`src/sv/duplicate_frame_detector_assert.svh`:
```
// Assertion macros for the duplicate frame detector.
// Used by the top level; needs a clk and an arst_n in scope.
`ifndef DUPLICATE_FRAME_DETECTOR_ASSERT_SVH
`define DUPLICATE_FRAME_DETECTOR_ASSERT_SVH
`ifndef SYNTHESIS
`define DFD_ASSERT(label, expr) \
	label: assert property (@(posedge clk) disable iff (!arst_n) (expr)) \
		else $error("dfd check failed");
`define DFD_ASSERT_NEXT(label, cond, expr) \
	label: assert property (@(posedge clk) disable iff (!arst_n) (cond) |=> (expr)) \
		else $error("dfd check failed");
`else
`define DFD_ASSERT(label, expr)
`define DFD_ASSERT_NEXT(label, cond, expr)
`endif
`endif

```
`src/sv/dfd_ram.sv`:
```
// Generic single-port-write, single-port-read RAM with a registered read.
// No dependencies.
module dfd_ram #(
	parameter int WIDTH = 8,
	parameter int DEPTH = 16
) (
	input  logic                     clk,
	input  logic                     we,
	input  logic [$clog2(DEPTH)-1:0] waddr,
	input  logic [WIDTH-1:0]         wdata,
	input  logic                     re,
	input  logic [$clog2(DEPTH)-1:0] raddr,
	output logic [WIDTH-1:0]         rdata
);
	logic [WIDTH-1:0] mem_q [DEPTH];

	always_ff @(posedge clk) begin
		if (we) begin
			mem_q[waddr] <= wdata;
		end
		if (re) begin
			rdata <= mem_q[raddr];
		end
	end
endmodule

```
`config.mk`:
```
export PLATFORM = sky130hd
export DESIGN_NAME = dfd_ram
export DESIGN_NICKNAME = d
export VERILOG_FILES = /design/src/sv/duplicate_frame_detector_assert.svh /design/src/sv/dfd_ram.sv
export SDC_FILE = /design/constraint.sdc
export NUM_CORES = 1
export LEC_CHECK = 0
export BUFFER_PORTS_ARGS = -buffer_cell sky130_fd_sc_hd__buf_2
export CAP_MARGIN = 15
export CORE_UTILIZATION = 45
export DETAILED_ROUTE_END_ITERATION = 7
export GPL_TIMING_DRIVEN = 0
export PLACE_DENSITY = 0.66
export RECOVER_POWER = 100
export REMOVE_ABC_BUFFERS = 1
export SETUP_SLACK_MARGIN = 0.5
export SLEW_MARGIN = 20
export SYNTH_ARGS = -nofsm -noshare
export SYNTH_HDL_FRONTEND = slang
export SYNTH_SLANG_ARGS = --single-unit
```
`constraint.sdc`:
```
create_clock -name clk -period 4.08 [get_ports clk]
set_input_delay 0.204 -clock clk [delete_from_list [all_inputs] [get_ports clk]]
set_output_delay 0.204 -clock clk [all_outputs]
set_load 0.01 [all_outputs]
```
# After elaboration in Yosys (flattened, before gate mapping)
# Memory sizes are Yosys's and may differ from the RTL's. A register that Yosys moved wholly into a read port is not among the register bits.
# Index checks and enable logic that the tools add are counted.
# Widths: inputs -> output; s select.
dict set report op_classes {
  add_sub_neg 0
  mul 0
  n_div 0
  n_lt_le_gt_ge 0
  eq_ne 0
  shift 0
  mux 2
  n_bitwise 0
  n_reduce_logical 0
}
# op count
set ops {}
lappend ops {{$mux 1} 2}
dict set report totals {
  ff_bits 0
  latchBits 0
  ramBits 128
  mem_bits_ro 0
  input_bits 19
  out_inout_bits 8
  elab_cells 3
  memories 1
}
# name depth width read_ports rd_clocked_by_memory_dff write_ports line_no
set mem_list {}
lappend mem_list {mem_q 16 8 1 1 1 dfd_ram.sv:15} ;# logic [WIDTH-1:0] mem_q [DEPTH];

# Logic depth before layout (Yosys ltp)
dict set report logic_depth {
  ltp_word 2
  depth_mapped 5
  depth_no_buf 3
}

# Worst setup path after synthesis
# Ideal clock, no wire load.
dict set report synth_timing {
  path_kind {input-to-reg}
  from {input port waddr[2]}
  to {memory mem_q[0][0], enable pin}
  setup_time_ns 0.383
  arrival_ns 1.314
  t_required_ns 3.697
  slack_ns 2.383
  stages 2
  path_buffers 0
  cell_sequence {or3b_2 -> nor3_1}
}
# item line_no
set synth_rtl {}
lappend synth_rtl {{from (decl)} dfd_ram.sv:9} ;# input logic [$clog2(DEPTH)-1:0] waddr,
lappend synth_rtl {{to (decl)} dfd_ram.sv:15}
# Straight into the memory's write port.

==> summary.txt <==
Setup Fix Bufs, Post-CTS: 0
Via density: 5.76
status: complete, no violations
commonest non-fill, non-tap cell in the layout: edfxtp_1
DRC violations left: 0
Synth cell types: 18
GRT overflow: 0
H-tree levels: 4
TritonRoute pass-1 iters: 5
post_cts resized: 0
gr usage total: 18.1%
final hold violations: 0
Critical Path AT: 1.77 ns
CP Class: in2reg
WP data required: 4.21 ns
Horiz. Die Dim: 110 µm
GR met3 Demand/Resource: 5.04%
Max Clock Freq: 0.609 GHz
WHS: 0.195 ns
Slew @ Worst Pin: 1.37 ns
GR Util met1: 24.8%
final worst-path cycle share: 40.3%
clk_skew: 0.00636 ns
global-route wire length before repair: 14500 µm
Cells after Synth: 229
initial antenna violation count: 0
synthesized flop and latch total: 136
CP Capture Type: flop
crit path max fanout: 32
min Tclk post-route: 1.64 ns
die area: 12100 µm²
IO Pins: 27
Post-Route WL: 9410 µm
M2 GR Usage: 26.8%
Root Driver: clkbuf_16
Die Y: 110 µm
area delta synth->final: 14.8%
RSZ-0062 raised after global routing: no
final setup violating endpoints: 0
routability cong.: 0.698
drt wl/cell: 22.5 µm
Yosys warning total: 0
1st-iter DRT viols: 175
Startpoint Class: primary input
diode count: 0
hold crit path type: in2reg
Max VDD drop: 0.000251 V
synthesized area per cell: 22.8 µm²
sequential cell area fraction in the yosys report: 78.1%
CTS Buffer Depth: 2
Post-DRT Antenna Nets: 0
core area: 11100 µm²
CTS Sinks: 136
PD cells: 532 nW/µm²
CTS tree: done
Post-CTS Hold Buffers: 0
Starting Density: 47.2%
Mapped Area: 5230 µm²
Clk pin slew, worst setup/hold paths: 0.05 ns
Rows: 38
slew margin rel.: 8.23%
total leakage power: 1.93 nW
final net count: 286
GR peak layer: met2
vias in the first global route: 2456
number of buffers created by CTS: 17
Detail Placement HPWL: 5500 µm
commonest cells after routing, fill and taps aside: 136 x edfxtp_1, 26 x clkbuf_1, 18 x mux4_2
clock insertion delay at the later pin of the skew report: 0.41 ns
via count: 2414
Max-Cap Viols: 0
Slew Viols, Final: 0
pin count of the biggest net entering global routing: 33
setup_tns: 0 ns
port bufs: 26
share of cells above drive strength 1: 17.9%
## worst max-delay path: stages
cell and delay, ns:
buf_4 0.47, mux4_1 0.63, a22oi_1 0.27, nand2_1 0.17
## registers in the layout (all words and copies together), names as in the netlist
name,flops
rdata,8
mem_q,128
## worst paths after layout
kind	from	end	slack [ns]	depth (start not counted)
worst min register to register	mem_q[12][3]	rdata[3]	0.74	3
worst max register to register	mem_q[11][0]	rdata[0]	2.46	3
worst min-delay path	waddr[0]	mem_q[8][2]	0.19	2
worst max-delay path	raddr[0]	rdata[2]	2.44	4
## cell usage after synthesis
cell type / count / share of area, %
nand2_1: 9 / 0.65
mux4_2: 18 / 7.8
and2b_1: 1 / 0.14
a22oi_1: 16 / 2.3
nand3b_1: 2 / 0.29
buf_6: 3 / 0.65
nor2b_1: 1 / 0.12
mux4_1: 14 / 7.0
buf_2: 3 / 0.29
buf_4: 1 / 0.14
nand3_1: 1 / 0.096
nor3_1: 4 / 0.38
clkdlybuf4s25_2: 3 / 0.57
nand2b_1: 2 / 0.24
and2_1: 1 / 0.12
or3b_2: 1 / 0.17
edfxtp_1: 136 / 78
nor2_1: 13 / 0.93
## per-stage QoR
step | cell area [µm²] | cells | setup slack [ns] | total power [mW] | util (%)
global route | 6000 | 419 | 2.30 | 3.28 | 54.2
floorplan | 5140 | 219 | 2.38 | 1.68 | -
global placement | 5450 | 385 | 1.61 | 1.74 | 49.2
finish | 6000 | 419 | 2.44 | 3.19 | 54.2
detailed placement | 5490 | 388 | 1.62 | 1.75 | 49.5
CTS | 6060 | 419 | 2.07 | 3.21 | 54.7
## metal layers
layer | vias to the layer above | routed length, µm
li1 | 1057 | -
met1 | 1266 | 4160
met2 | 81 | 4550
met3 | 10 | 539
met4 | 0 | 171
met5 | - | 0
## power breakdown
group,switching [mW],internal [mW],total [mW]
Clock,0.529,0.946,1.48
Combinational,0.0828,0.0509,0.134
Sequential,0.00660,1.58,1.58
## cell type report
| type | instances | area [µm²] |
|---|---|---|
| Timing Repair Buffer | 29 | 119 |
| Tap cell | 140 | 175 |
| Clock inverter | 11 | 131 |
| Clock buffer | 20 | 437 |
| Multi-Input combinational cell | 83 | 1060 |
| Sequential cell | 136 | 4080 |
| Fill cell | 857 | 5070 |
## logic make-up after synthesis
| logic type | Yosys count | synth area share (%) |
|---|---|---|
| flops | 136 | 78.1 |
| simple gates | 35 | 3.14 |
| mux | 32 | 14.8 |
| compound gates | 16 | 2.30 |
| buf+inv | 10 | 1.65 |
No activity file was read; power rests on OpenSTA's default activity.
